==> src/hw/rtl/ssfd_pkg.sv <==
// Shared types, codes and conversion helpers of the seismic sample format decoder.
package ssfd_pkg;

    // format_select codes
    localparam logic [3:0] FMT_8015 = 4'd0;
    localparam logic [3:0] FMT_8022 = 4'd1;
    localparam logic [3:0] FMT_8024 = 4'd2;
    localparam logic [3:0] FMT_8036 = 4'd3;
    localparam logic [3:0] FMT_9036 = 4'd4;
    localparam logic [3:0] FMT_8038 = 4'd5;
    localparam logic [3:0] FMT_9038 = 4'd6;
    localparam logic [3:0] FMT_8048 = 4'd7;
    localparam logic [3:0] FMT_8058 = 4'd8;
    localparam logic [3:0] FMT_9058 = 4'd9;
    localparam logic [3:0] FMT_8080 = 4'd10;
    localparam logic [3:0] FMT_9080 = 4'd11;

    // configuration register indexes
    localparam logic [1:0] CFG_FORMAT = 2'd0;
    localparam logic [1:0] CFG_COUNT  = 2'd1;
    localparam logic [1:0] CFG_SCALE  = 2'd2;

    // flags that ride along with each result
    typedef struct packed {
        logic short_data;
        logic last_sample;
    } tag_t;

    // one completed unit from the assembler
    typedef struct packed {
        logic [3:0]  fmt;
        logic [63:0] unit;
        logic [3:0]  nib;
        tag_t        tag;
    } asm_item_t;

    // value = (-1)^sign * mag * 2^expo, or a ready-made pattern when special
    typedef struct packed {
        logic               special;
        logic [31:0]        sbits;
        logic               sign;
        logic [52:0]        mag;
        logic signed [11:0] expo;
    } rin_t;

    function automatic logic [3:0] unit_size(input logic [3:0] fmt);
        logic [3:0] n;
        case (fmt)
            FMT_8015, FMT_8024: n = 4'd2;
            FMT_8036, FMT_9036: n = 4'd3;
            FMT_8080, FMT_9080: n = 4'd8;
            FMT_8038, FMT_9038, FMT_8048, FMT_8058, FMT_9058: n = 4'd4;
            default: n = 4'd1;
        endcase
        return n;
    endfunction

    function automatic logic [63:0] swap8(input logic [63:0] u);
        logic [63:0] r;
        for (int i = 0; i < 8; i++) begin
            r[8*i +: 8] = u[8*(7-i) +: 8];
        end
        return r;
    endfunction

    // leading zero count of a 53-bit mantissa (only meaningful when nonzero)
    function automatic logic [5:0] lzc53(input logic [52:0] m);
        logic [5:0] n;
        n = 6'd53;
        for (int i = 0; i < 53; i++) begin
            if (m[i]) n = 6'(52 - i);
        end
        return n;
    endfunction

    // turn one raw unit into sign, magnitude and exponent
    function automatic rin_t unpack_unit(input logic [3:0] fmt, input logic [63:0] u,
                                         input logic [3:0] nib, input logic shrt);
        rin_t        r;
        logic [63:0] d;
        logic [23:0] v24;
        logic [31:0] v32;
        logic [15:0] w16;
        logic [23:0] m24;
        logic [31:0] m32;
        r   = '0;
        d   = u;
        v24 = u[23:0];
        v32 = u[31:0];
        if (shrt) begin
            r.special = 1'b1;
        end else begin
            case (fmt)
                FMT_8015: begin
                    w16    = u[15] ? ~u[15:0] : u[15:0];
                    r.mag  = 53'(w16);
                    r.sign = u[15] && (u[15:0] != 16'hFFFF);
                    r.expo = $signed({8'b0, nib}) - 12'sd15;
                end
                FMT_8022: begin
                    r.mag  = 53'(u[7] ? (u[3:0] ^ 4'hF) : u[3:0]);
                    r.sign = u[7] && (u[3:0] != 4'hF);
                    r.expo = $signed({8'b0, u[6:4], 1'b0}) - 12'sd4;
                end
                FMT_8024: begin
                    r.mag  = 53'(u[15] ? (u[11:0] ^ 12'hFFF) : u[11:0]);
                    r.sign = u[15] && (u[11:0] != 12'hFFF);
                    r.expo = $signed({8'b0, u[14:12], 1'b0}) - 12'sd12;
                end
                FMT_8036, FMT_9036: begin
                    if (fmt == FMT_9036) v24 = {u[7:0], u[15:8], u[23:16]};
                    r.sign = v24[23];
                    m24    = v24[23] ? (~v24 + 24'd1) : v24;
                    r.mag  = 53'(m24);
                end
                FMT_8038, FMT_9038: begin
                    if (fmt == FMT_9038) v32 = {u[7:0], u[15:8], u[23:16], u[31:24]};
                    r.sign = v32[31];
                    m32    = v32[31] ? (~v32 + 32'd1) : v32;
                    r.mag  = 53'(m32);
                end
                FMT_8048: begin
                    r.sign = u[31] && (u[23:0] != 24'd0);
                    r.mag  = 53'(u[23:0]);
                    r.expo = $signed({3'b0, u[30:24], 2'b00}) - 12'sd280;
                end
                FMT_8058, FMT_9058: begin
                    r.special = 1'b1;
                    r.sbits   = (fmt == FMT_9058) ?
                                {u[7:0], u[15:8], u[23:16], u[31:24]} : u[31:0];
                end
                FMT_8080, FMT_9080: begin
                    if (fmt == FMT_9080) d = swap8(u);
                    r.sign = d[63];
                    if (d[62:52] == 11'h7FF) begin
                        // infinity stays infinity, NaN goes quiet with top payload
                        r.special = 1'b1;
                        r.sbits   = (d[51:0] != 52'd0) ? {d[63], 8'hFF, 1'b1, d[50:29]}
                                                       : {d[63], 8'hFF, 23'd0};
                    end else if (d[62:52] == 11'd0) begin
                        r.mag  = {1'b0, d[51:0]};
                        r.expo = -12'sd1074;
                    end else begin
                        r.mag  = {1'b1, d[51:0]};
                        r.expo = $signed({1'b0, d[62:52]}) - 12'sd1075;
                    end
                end
                default: r.special = 1'b1;
            endcase
        end
        return r;
    endfunction

    // unpack a single for scaling by 2^k
    function automatic rin_t unpack_scale(input logic [31:0] b, input logic signed [7:0] k);
        rin_t r;
        r      = '0;
        r.sign = b[31];
        if (k == 8'sd0) begin
            r.special = 1'b1;
            r.sbits   = b;
        end else if (b[30:23] == 8'hFF) begin
            r.special = 1'b1;
            r.sbits   = (b[22:0] != 23'd0) ? (b | 32'h0040_0000) : b;
        end else if (b[30:23] == 8'd0) begin
            r.mag  = 53'(b[22:0]);
            r.expo = -12'sd149 + 12'(k);
        end else begin
            r.mag  = 53'({1'b1, b[22:0]});
            r.expo = $signed({4'b0, b[30:23]}) - 12'sd150 + 12'(k);
        end
        return r;
    endfunction

endpackage

==> src/hw/rtl/ssfd_assembler.sv <==
// Byte assembler: groups bytes into units, tracks 8015 groups and the sample count.
module ssfd_assembler (
    input  logic                 aclk,
    input  logic                 aresetn,
    input  logic                 en,
    input  logic                 in_vld,
    input  logic [7:0]           in_byte,
    input  logic                 in_eod,
    input  logic [3:0]           fmt,
    input  logic [20:0]          count,
    input  logic                 fmt_wr,
    output logic                 out_vld,
    output ssfd_pkg::asm_item_t  item
);
    import ssfd_pkg::*;

    logic [63:0] asm_reg,  asm_next;
    logic [3:0]  pos_reg,  pos_next;
    logic [15:0] gexp_reg, gexp_next;
    logic [2:0]  slot_reg, slot_next;
    logic [20:0] done_reg, done_next;
    logic        fin_reg,  fin_next;
    logic        vld_reg;
    asm_item_t   item_reg, item_next;
    logic        emit_next;
    logic [63:0] asm_n;
    logic [3:0]  pos_n;
    logic        have;
    logic        accept;

    assign accept = in_vld && en;

    // next state for one byte
    always_comb begin
        asm_next  = asm_reg;
        pos_next  = pos_reg;
        gexp_next = gexp_reg;
        slot_next = slot_reg;
        done_next = done_reg;
        fin_next  = fin_reg;
        asm_n     = {asm_reg[55:0], in_byte};
        pos_n     = pos_reg + 4'd1;
        have      = 1'b0;
        item_next = '0;
        item_next.fmt  = fmt;
        item_next.unit = asm_n;
        emit_next = 1'b0;
        if (fmt_wr) begin
            asm_next  = '0;
            pos_next  = '0;
            slot_next = '0;
        end else if (accept) begin
            if (!fin_reg && done_reg < count) begin
                asm_next = asm_n;
                pos_next = pos_n;
                if (pos_n >= unit_size(fmt)) begin
                    asm_next = '0;
                    pos_next = '0;
                    if (fmt == FMT_8015) begin
                        if (slot_reg == 3'd0 || slot_reg > 3'd4) begin
                            gexp_next = asm_n[15:0];
                            slot_next = 3'd1;
                        end else begin
                            unique case (slot_reg[1:0])
                                2'd1:    item_next.nib = gexp_reg[15:12];
                                2'd2:    item_next.nib = gexp_reg[11:8];
                                2'd3:    item_next.nib = gexp_reg[7:4];
                                default: item_next.nib = gexp_reg[3:0];
                            endcase
                            have      = 1'b1;
                            slot_next = (slot_reg == 3'd4) ? 3'd0 : slot_reg + 3'd1;
                        end
                    end else if (fmt <= FMT_9080) begin
                        have = 1'b1;
                    end
                end
                if (have) begin
                    done_next = done_reg + 21'd1;
                    if (done_next >= count) begin
                        item_next.tag.last_sample = 1'b1;
                        fin_next = 1'b1;
                    end
                end
            end
            if (have && (item_next.tag.last_sample || !in_eod)) begin
                emit_next = 1'b1;
            end else if (in_eod && !fin_next && done_next < count) begin
                emit_next     = 1'b1;
                item_next.tag = '{short_data: 1'b1, last_sample: 1'b0};
            end
            // end of buffer: start over
            if (in_eod) begin
                asm_next  = '0;
                pos_next  = '0;
                gexp_next = '0;
                slot_next = '0;
                done_next = '0;
                fin_next  = 1'b0;
            end
        end
    end

    always_ff @(posedge aclk) begin
        if (!aresetn) begin
            asm_reg  <= '0;
            pos_reg  <= '0;
            gexp_reg <= '0;
            slot_reg <= '0;
            done_reg <= '0;
            fin_reg  <= 1'b0;
            vld_reg  <= 1'b0;
        end else begin
            asm_reg  <= asm_next;
            pos_reg  <= pos_next;
            gexp_reg <= gexp_next;
            slot_reg <= slot_next;
            done_reg <= done_next;
            fin_reg  <= fin_next;
            if (en) vld_reg <= accept && emit_next;
        end
    end

    always_ff @(posedge aclk) begin
        if (en) item_reg <= item_next;
    end

    assign out_vld = vld_reg;
    assign item    = item_reg;

endmodule

==> src/hw/rtl/ssfd_rounder.sv <==
// Two-stage normalize and round-to-nearest-even into an IEEE single.
module ssfd_rounder (
    input  logic            aclk,
    input  logic            aresetn,
    input  logic            en,
    input  logic            in_vld,
    input  ssfd_pkg::rin_t  in_rin,
    input  ssfd_pkg::tag_t  in_tag,
    output logic            out_vld,
    output logic [31:0]     out_bits,
    output ssfd_pkg::tag_t  out_tag
);
    import ssfd_pkg::*;

    logic               v1_reg, v2_reg;
    logic               spec1_reg;
    logic [31:0]        sbits1_reg;
    logic               sign1_reg;
    logic               zero1_reg;
    logic [52:0]        mn1_reg;
    logic signed [11:0] ex1_reg;
    tag_t               tag1_reg, tag2_reg;
    logic [31:0]        bits2_reg, bits2_next;
    logic [5:0]         lzc;
    logic signed [12:0] diff;
    logic [5:0]         sh;
    logic [7:0]         ef;
    logic [52:0]        m2;
    logic               lost, inc;
    logic [30:0]        res;

    assign lzc = lzc53(in_rin.mag);

    // stage 1: normalize so the leading one sits at bit 52
    always_ff @(posedge aclk) begin
        if (en) begin
            spec1_reg  <= in_rin.special;
            sbits1_reg <= in_rin.sbits;
            sign1_reg  <= in_rin.sign;
            zero1_reg  <= (in_rin.mag == 53'd0);
            mn1_reg    <= in_rin.mag << lzc;
            ex1_reg    <= in_rin.expo + 12'sd52 - $signed({6'b0, lzc});
            tag1_reg   <= in_tag;
        end
    end

    // stage 2: denormalize below the normal range, then round
    always_comb begin
        diff = -13'sd126 - $signed({ex1_reg[11], ex1_reg});
        if (ex1_reg >= -12'sd126) begin
            sh = 6'd0;
            ef = 8'(ex1_reg + 12'sd127);
        end else begin
            sh = (diff > 13'sd63) ? 6'd63 : diff[5:0];
            ef = 8'd0;
        end
        m2   = mn1_reg >> sh;
        lost = (m2 << sh) != mn1_reg;
        inc  = m2[28] && ((|m2[27:0]) || lost || m2[29]);
        res  = {ef, m2[51:29]} + 31'(inc);
        priority if (spec1_reg) begin
            bits2_next = sbits1_reg;
        end else if (zero1_reg) begin
            bits2_next = {sign1_reg, 31'd0};
        end else if (ex1_reg > 12'sd127) begin
            bits2_next = {sign1_reg, 8'hFF, 23'd0};
        end else begin
            bits2_next = {sign1_reg, res};
        end
    end

    always_ff @(posedge aclk) begin
        if (en) begin
            bits2_reg <= bits2_next;
            tag2_reg  <= tag1_reg;
        end
    end

    always_ff @(posedge aclk) begin
        if (!aresetn) begin
            v1_reg <= 1'b0;
            v2_reg <= 1'b0;
        end else if (en) begin
            v1_reg <= in_vld;
            v2_reg <= v1_reg;
        end
    end

    assign out_vld  = v2_reg;
    assign out_bits = bits2_reg;
    assign out_tag  = tag2_reg;

endmodule

==> src/hw/rtl/seismic_sample_format_decoder_top.sv <==
// Top level of the seismic sample format decoder: config registers and the result pipeline.
// Takes one buffer byte per transfer and returns each decoded sample as an IEEE single,
// rounded to nearest even and scaled by 2^scale_exponent; a buffer that ends before
// sample_count samples gives one transfer with short_data set and zero data. One byte is
// accepted per cycle unless a result waits on m_tready, which holds the whole pipeline.
// A result passes the assembler, unpack, two-stage rounder for the conversion, unpack
// and two-stage rounder for the scaling. The user must write configuration only while
// the block is idle; the block itself does not enforce this.
module seismic_sample_format_decoder_top (
    input  logic        aclk,
    input  logic        aresetn,
    input  logic        s_tvalid,
    output logic        s_tready,
    input  logic [7:0]  s_tdata,   // [7:0] data_byte
    input  logic        s_tlast,   // end_of_data
    output logic        m_tvalid,
    input  logic        m_tready,
    output logic [31:0] m_tdata,   // [31:0] sample_bits
    output logic        m_tlast,   // last_sample
    output logic        m_tuser,   // [0] short_data
    input  logic        cfg_we,
    input  logic [1:0]  cfg_index,
    input  logic [20:0] cfg_data
);
    import ssfd_pkg::*;

    logic [3:0]        fmt_reg;
    logic [20:0]       count_reg;
    logic signed [7:0] scale_reg;
    logic              fmt_wr;
    logic              adv;
    logic              a_vld;
    asm_item_t         a_item;
    logic              v2_reg, v5_reg;
    rin_t              rin2_reg, rin5_reg;
    tag_t              tag2_reg, tag5_reg;
    logic              ra_vld;
    logic [31:0]       ra_bits;
    tag_t              ra_tag;
    tag_t              rb_tag;

    // whole pipeline moves unless the result is held
    assign adv      = !m_tvalid || m_tready;
    assign s_tready = adv;
    assign fmt_wr   = cfg_we && (cfg_index == CFG_FORMAT);

    // configuration registers
    always_ff @(posedge aclk) begin
        if (!aresetn) begin
            fmt_reg   <= FMT_8015;
            count_reg <= 21'd1;
            scale_reg <= 8'sd0;
        end else if (cfg_we) begin
            case (cfg_index)
                CFG_FORMAT: fmt_reg   <= cfg_data[3:0];
                CFG_COUNT:  count_reg <= cfg_data;
                CFG_SCALE:  scale_reg <= $signed(cfg_data[7:0]);
                default: ;
            endcase
        end
    end

    ssfd_assembler u_asm (
        .aclk    (aclk),
        .aresetn (aresetn),
        .en      (adv),
        .in_vld  (s_tvalid),
        .in_byte (s_tdata),
        .in_eod  (s_tlast),
        .fmt     (fmt_reg),
        .count   (count_reg),
        .fmt_wr  (fmt_wr),
        .out_vld (a_vld),
        .item    (a_item)
    );

    // unpack the raw unit
    always_ff @(posedge aclk) begin
        if (adv) begin
            rin2_reg <= unpack_unit(a_item.fmt, a_item.unit, a_item.nib,
                                    a_item.tag.short_data);
            tag2_reg <= a_item.tag;
        end
    end

    ssfd_rounder u_conv (
        .aclk     (aclk),
        .aresetn  (aresetn),
        .en       (adv),
        .in_vld   (v2_reg),
        .in_rin   (rin2_reg),
        .in_tag   (tag2_reg),
        .out_vld  (ra_vld),
        .out_bits (ra_bits),
        .out_tag  (ra_tag)
    );

    // unpack the single for scaling
    always_ff @(posedge aclk) begin
        if (adv) begin
            rin5_reg <= unpack_scale(ra_bits, scale_reg);
            tag5_reg <= ra_tag;
        end
    end

    ssfd_rounder u_scale (
        .aclk     (aclk),
        .aresetn  (aresetn),
        .en       (adv),
        .in_vld   (v5_reg),
        .in_rin   (rin5_reg),
        .in_tag   (tag5_reg),
        .out_vld  (m_tvalid),
        .out_bits (m_tdata),
        .out_tag  (rb_tag)
    );

    always_ff @(posedge aclk) begin
        if (!aresetn) begin
            v2_reg <= 1'b0;
            v5_reg <= 1'b0;
        end else if (adv) begin
            v2_reg <= a_vld;
            v5_reg <= ra_vld;
        end
    end

    assign m_tlast = rb_tag.last_sample;
    assign m_tuser = rb_tag.short_data;

    // an error transfer carries no sample
    a_short_empty: assert property (@(posedge aclk) disable iff (!aresetn)
        m_tvalid && m_tuser |-> (m_tdata == 32'd0) && !m_tlast)
        else $error("short_data transfer with sample content");

    // no byte taken while a result is held
    a_hold_input: assert property (@(posedge aclk) disable iff (!aresetn)
        m_tvalid && !m_tready |-> !s_tready)
        else $error("input accepted during output stall");

    // a stalled pipeline does not lose the held result's flags
    a_hold_tag: assert property (@(posedge aclk) disable iff (!aresetn)
        m_tvalid && !m_tready |=> m_tvalid && $stable(m_tlast) && $stable(m_tuser))
        else $error("held result changed");

endmodule

==> config.mk <==
export PLATFORM = sky130hd
export DESIGN_NAME = seismic_sample_format_decoder_top
export DESIGN_NICKNAME = d
export VERILOG_FILES = /design/src/hw/rtl/ssfd_pkg.sv /design/src/hw/rtl/ssfd_assembler.sv /design/src/hw/rtl/ssfd_rounder.sv /design/src/hw/rtl/seismic_sample_format_decoder_top.sv
export SDC_FILE = /design/constraint.sdc
export NUM_CORES = 2
export LEC_CHECK = 0
export ABC_AREA = 1
export BUFFER_PORTS_ARGS = -buffer_cell sky130_fd_sc_hd__buf_2
export CAP_MARGIN = 30
export CORE_MARGIN = 3
export CORE_UTILIZATION = 59
export DETAILED_ROUTE_END_ITERATION = 8
export GPL_TIMING_DRIVEN = 1
export PLACE_DENSITY_LB_ADDON = 0.15
export SYNTH_ARGS = -nofsm -noshare
export SYNTH_HDL_FRONTEND = slang
export SYNTH_SLANG_ARGS = --single-unit
==> constraint.sdc <==
create_clock -name aclk -period 15.68 [get_ports aclk]
set_clock_uncertainty 0.2 [all_clocks]
set_input_delay 3.136 -clock aclk [delete_from_list [all_inputs] [get_ports aclk]]
set_output_delay 3.136 -clock aclk [all_outputs]
set_load 0.01 [all_outputs]
Word-level counts from Yosys, hierarchy flattened
Memories as Yosys holds them, arrays and structs flattened. A register that Yosys moved wholly into a read port is not among the register bits.
Cells that the tools add are included.
{"block": "classes", "add_sub_neg": 23, "mul": 0, "div": 0, "n_lt_le_gt_ge": 12, "n_eq_ne": 24, "shift": 6, "mux": 203, "bitwise_logic": 11, "reduce_logical": 59}
{"op": "$mux W6", "n": 68}
{"op": "$pmux W54 S7", "n": 1}
{"op": "$mux W32", "n": 9}
{"op": "$mux W64", "n": 4}
{"op": "$shl A53 B6 Y53", "n": 4}
{"op": "$mux W56", "n": 3}
{"op": "$mux W5", "n": 32}
{"op": "$mux W65", "n": 2}
{"op": "$mux W31", "n": 4}
{"op": "$mux W24", "n": 5}
{"op": "$logic_not A53 Y1", "n": 2}
{"op": "$ne A53 B53 Y1", "n": 2}
{"op": "$shr A53 B6 Y53", "n": 2}
{"op": "$mux W21", "n": 5}
{"op": "$mux W16", "n": 6}
{"op": "$mux W33", "n": 2}
{"op": "$pmux W32 S2", "n": 1}
{"op": "$add A31 B1 Y31", "n": 2}
{"op": "$pmux W12 S5", "n": 1}
{"op": "$reduce_or A28 Y1", "n": 2}
{"op": "$reduce_bool A52 Y1", "n": 1}
{"op": "$mux W23", "n": 2}
{"op": "$lt A21 B21 Y1", "n": 2}
{"op": "$mux W3", "n": 14}
{"op": "67 further kinds", "n": 162}
{"block": "totals", "register_bits": 689, "latch_bits": 0, "ram_bits": 0, "mem_bits_ro": 64, "inputBits": 37, "output_inout_bits": 36, "elab_cells": 396, "n_memories": 1}
{"name": "(no name shown)", "depth": 16, "word_bits": 4, "rd": 1, "rd_clocked_by_memory_dff": 1, "write_ports": 0, "line": "ssfd_pkg.sv:48", "rtl": "case (fmt)"}

Depth between registers and ports, before layout
{"block": "logic_depth", "word_depth": 54, "depth_mapped": 70, "depth_no_buf": 68}

Modules after synthesis
From an unflattened synthesis, not the netlist that was laid out.
{"block": "unflattened", "hier_cells": 8501, "area_unflattened_um2": 55370.6}
{"module": "ssfd_rounder at u_conv", "n_inst": 1, "cells_each": 2819, "area_each_um2": 16565.9, "seq_area_each_um2": 4124.0}
{"module": "ssfd_rounder at u_scale", "n_inst": 1, "cells_each": 2778, "area_each_um2": 16515.8, "seq_area_each_um2": 4124.0}
{"module": "seismic_sample_format_decoder_top", "n_inst": 1, "cells_each": 1863, "area_each_um2": 13410.4, "seq_area_each_um2": 5835.6}
{"module": "ssfd_assembler", "n_inst": 1, "cells_each": 1041, "area_each_um2": 8878.5, "seq_area_each_um2": 4264.1}

Worst setup path before layout
No wires, ideal clock.
{"block": "synth_timing", "path_type": "input port to output port", "startpoint": "input m_tready", "endpoint": "output s_tready", "arrival_ps": 13336, "required_ps": 12344, "path_slack_ps": -992, "cell_stages": 2, "path_buffers": 0, "path_cell_list": "nor2_1 -> inv_1"}
{"block": "synth_via", "elab_chain_cells": 1}
{"element": "start, declared", "line": "seismic_sample_format_decoder_top.sv:17", "rtl": "input logic m_tready,"}
{"element": "$logic_or A1 B1 Y1", "line": "seismic_sample_format_decoder_top.sv:43", "rtl": "assign adv = !m_tvalid || m_tready;"}
{"element": "end, declared", "line": "seismic_sample_format_decoder_top.sv:13", "rtl": "output logic s_tready,"}
No other way between the ends.

Worst setup path in the final report
{"block": "layout_timing", "startpoint": "register u_scale.ex1_reg[0]", "endpoint": "register u_scale.bits2_reg[0] (netlist: u_scale.out_bits[0]), data pin"}
{"block": "layout_via", "elab_chain_cells": 14, "elab_cells_between_ends": 17, "cone_classes": "2 x add/sub; 3 x order compare; 1 x eq/ne; 2 x shift; 5 x mux; 4 x reduce/logical"}
{"element": "start, declared", "line": "ssfd_rounder.sv:21", "rtl": "logic signed [11:0] ex1_reg;"}
{"element": "start signal, assigned", "line": "ssfd_rounder.sv:42", "rtl": "ex1_reg <= in_rin.expo + 12'sd52 - $signed({6'b0, lzc});"}
{"element": "$sub A8 B12 Y13", "line": "ssfd_rounder.sv:49", "rtl": "diff = -13'sd126 - $signed({ex1_reg[11], ex1_reg});"}
{"element": "$gt A13 B7 Y1", "line": "ssfd_rounder.sv:54", "rtl": "sh = (diff > 13'sd63) ? 6'd63 : diff[5:0];"}
{"element": "$mux W6", "line": "ssfd_rounder.sv:54"}
{"element": "$mux W6", "line": "ssfd_rounder.sv:50", "rtl": "if (ex1_reg >= -12'sd126) begin"}
{"element": "$shr A53 B6 Y53", "line": "ssfd_rounder.sv:57", "rtl": "m2 = mn1_reg >> sh;"}
{"element": "$shl A53 B6 Y53", "line": "ssfd_rounder.sv:58", "rtl": "lost = (m2 << sh) != mn1_reg;"}
{"element": "$ne A53 B53 Y1", "line": "ssfd_rounder.sv:58"}
{"element": "$logic_or A1 B1 Y1 (2 in a row)", "line": "ssfd_rounder.sv:59", "rtl": "inc = m2[28] && ((|m2[27:0]) || lost || m2[29]);"}
{"element": "$logic_and A1 B1 Y1", "line": "ssfd_rounder.sv:59"}
{"element": "$add A31 B1 Y31", "line": "ssfd_rounder.sv:60", "rtl": "res = {ef, m2[51:29]} + 31'(inc);"}
{"element": "$mux W31 (*)", "line": "ssfd_rounder.sv:65", "rtl": "end else if (ex1_reg > 12'sd127) begin"}
{"element": "$mux W31 (*)", "line": "ssfd_rounder.sv:63", "rtl": "end else if (zero1_reg) begin"}
{"element": "$mux W32 (*)", "line": "ssfd_rounder.sv:61", "rtl": "priority if (spec1_reg) begin"}
{"element": "net u_scale.bits2_next[0]", "line": "ssfd_rounder.sv:23", "rtl": "logic [31:0] bits2_reg, bits2_next;"}
{"element": "end signal, assigned", "line": "ssfd_rounder.sv:74", "rtl": "bits2_reg <= bits2_next;"}
{"element": "end, declared", "line": "ssfd_rounder.sv:23"}
Mark *: on every way through the listed nets, which the timed path passes. The rest lies on a longest branch.
A chain may end at the register's enable or synchronous reset.

==> flow_summary.ini <==
[status]
outcome = finished, final reports clean

[critical_path]
crit_path_frequent_cell = sky130_fd_sc_hd__nand2_1
critical_path.max_stage_delay_ns = 0.68
critPathArrivalTime_ns = 8.34
reg2reg_to = u_scale.out_bits[0]
timing.critical_path.slowest_stage_cell = sky130_fd_sc_hd__clkinv_2
critical_path_required_ns = 15.87
critical_path_start_end_classification = flop to flop
worst_setup_path_start_kind = flop
timing.reg2reg.worst_path_depth = 35
worst_setup_path_startpoint = u_scale.ex1_reg[0]
critical_path_peak_fanout = 64
rr_startpoint = u_scale.ex1_reg[0]
reg2reg_slack_ns = 7.53
end_kind = flop

[yosys]
yosysSeqAreaShare = 0.357
synth.cell_area_sq_um = 51600
async_flop_share = 0
post_synth_xor_area_fraction = 0.0136
yosys.area.top_type_share = 0.301
synth.ff_latch_count = 662
yosysMostFrequentCell = sky130_fd_sc_hd__nand2_1
synth_flop_cell = sky130_fd_sc_hd__edfxtp_1
synth_top_family_by_area = simple AND/OR/NAND/NOR gates
synth_area_leader_cell = sky130_fd_sc_hd__edfxtp_1
synth-compound-area-share = 0.170
netlist_top_cells_count = sky130_fd_sc_hd__nand2_1, sky130_fd_sc_hd__nand3_1, sky130_fd_sc_hd__o21ai_0
synth-edff-count = 517
synth_simple_gate_area_share = 0.329
synth_adder_area_share = 0.0339
netlist_top_cells_area = sky130_fd_sc_hd__edfxtp_1, sky130_fd_sc_hd__nand2_1, sky130_fd_sc_hd__nand3_1
netlist-cell-type-count = 82
synthCells = 7619
post_synth_mux_area_share = 0.00995
synthesis.area_per_instance_sq_um = 6.77
synth_warnings = 0

[min_path]
hold_path_class = flop to flop
timing.hold.worst.start = u_scale.tag1_reg[1]
whs_path_depth = 0
worst_hold_path.endpoint = u_scale.out_tag[1]

[sta]
finalMaxSlewViolations = 0
setup_repair_after_global_routing_missed_its_margin = no
total_of_endpoints_with_negative_setup_slack_in_the_final_report = 0
fin_tns_setup_ns = 0
timing.slew.headroom = 0.281
max_freq_ghz = 0.123
finalHoldViolCount = 0
tightest_pin_transition_ns = 1.08
finalCritPeriodShare = 0.520
postLayoutSetupSlackWorst_ns = 7.53
fin_crit_ns = 8.15

[clocking]
cts-resized-gates = 0
tritoncts = done
cts_setup_buffers = 0
cts.reportedPaths.clkPinSlew_ns = 0.06
clock_tree.root_cell = sky130_fd_sc_hd__clkbuf_16
cts-buffers-inserted = 71
cts-root-to-sink-buffers = 3
clock_insertion_delay_worst_skew_ns = 0.64
clock_sinks = 662
cts.htree.levels = 3
hold_buffer_count_at_cts = 0

[global_routing]
grt_pass1_wl_mm = 279
grt-ovfl-total = 0
grt_pass1_vias = 48400
grt_usage = 0.393
grt_antenna_before_repair = 4
pin_count_of_the_biggest_net_entering_global_routing = 187

[route]
detail_route.wirelength_mm = 184
detailedRoute.firstPassIterationCount = 8
detail_route.drc_violations = 0
antenna_left = 0
drt-wirelength-per-cell_um = 21.3
detailroute.via_count = 53700
drt_first_iter_violations = 7862
per_cell_via_count_in_the_routed_design = 6.22

[floorplan]
placeableCoreArea_sq_um = 85900
fp-row-count = 107
die_height_um = 302
initial_core_utilization = 0.600
die_w_um = 302
floorplan.die_area_sq_um = 91000
io_pins = 73

[cells_and_area]
area.growth.synth_to_final_pct = 6.52
flip_flop_count_of_the_largest_register_after_layout = 99
finalNetCount = 7612
final_core_utilization = 0.639
layout-drive-gt1-share = 0.0588
fin_area_sq_um = 54900

[placed_design]
placedInstanceArea_sq_um = 52500
place_worst_setup_slack_ns = 7.98
portBuffers = 72
hpwlAfterDp_mm = 136
place_congestion = 1.08

[job]
max_cap_violations = 0
[logic make-up after synthesis]
group,Yosys count
AOI/OAI and AO/OA,1571
xor gates and xnor gates,80
adders and majority gates,138
buffers and inverters,1151
DFF,662
muxes,51
other,1
and+or+nand+nor,3965
[worst max-delay path: cells and delay by family (launching register included)]
family                     cells  cell delay, ns
and+or+nand+nor               22            3.13
adders and majority gates      1            0.35
DFF                            1            0.45
buffers and inverters          4            1.95
AOI/OAI and AO/OA              8            1.76
[per-layer routing]
metal	vias up	global-route usage	wire (um)
li1	25400	-	-
met1	24500	0.533	73700
met2	3176	0.599	79500
met3	604	0.0793	19700
met4	2	0.198	10800
met5	-	0	13
[worst max-delay path by stage]
stage	cells past startpoint	to
floorplan	2	s_tready
global route	35	u_scale.out_bits[0]
global placement	33	u_scale.out_bits[0]
finish	35	u_scale.out_bits[0]
detailed placement	37	u_scale.out_bits[0]
CTS	37	u_scale.out_bits[0]
[stage by stage]
step           hold WS (ns)  cells
2_1_floorplan         0.200   7647
3_3_place_gp          0.200   8499
3_5_place_dp          0.205   8506
4_1_cts               0.201   8630
5_1_grt               0.201   8632
6_report              0.213   8634
[cells in the final DEF (no fill, tap or decap), types with 17 or more instances in the layout]
cell	n
sky130_fd_sc_hd__nand2_1	2178
sky130_fd_sc_hd__nand3_1	893
sky130_fd_sc_hd__o21ai_0	777
sky130_fd_sc_hd__inv_1	662
sky130_fd_sc_hd__nor2_1	545
sky130_fd_sc_hd__edfxtp_1	517
sky130_fd_sc_hd__a21oi_1	338
sky130_fd_sc_hd__o21ai_1	156
sky130_fd_sc_hd__dfxtp_1	145
sky130_fd_sc_hd__ha_1	135
sky130_fd_sc_hd__nand4_1	86
sky130_fd_sc_hd__o211ai_1	84
sky130_fd_sc_hd__buf_4	76
sky130_fd_sc_hd__clkbuf_16	72
sky130_fd_sc_hd__buf_2	72
sky130_fd_sc_hd__nor3_1	67
sky130_fd_sc_hd__xor2_1	65
sky130_fd_sc_hd__mux2i_1	49
sky130_fd_sc_hd__nor4_1	46
sky130_fd_sc_hd__or2_2	41
sky130_fd_sc_hd__nor2_2	33
sky130_fd_sc_hd__conb_1	29
sky130_fd_sc_hd__o22ai_1	28
sky130_fd_sc_hd__a31oi_1	27
sky130_fd_sc_hd__inv_2	27
sky130_fd_sc_hd__clkinv_1	26
sky130_fd_sc_hd__nand3b_1	19
sky130_fd_sc_hd__o31ai_1	18
sky130_fd_sc_hd__a32o_1	17
[final cells by class]
| cell class | count | area [sq um] |
|---|---|---|
| antenna | 2 | 5.00 |
| clock buffer | 87 | 1890 |
| clock inverter | 37 | 442 |
| fill | 7855 | 31000 |
| inverter | 711 | 2680 |
| multi-input combinational | 5834 | 28900 |
| sequential | 662 | 18400 |
| tap | 1144 | 1430 |
| timing repair buffer | 157 | 1150 |
Power is left out: the tool's default activity adds up to more than one toggle a clock period on the data nets, which glitch-free logic cannot reach.
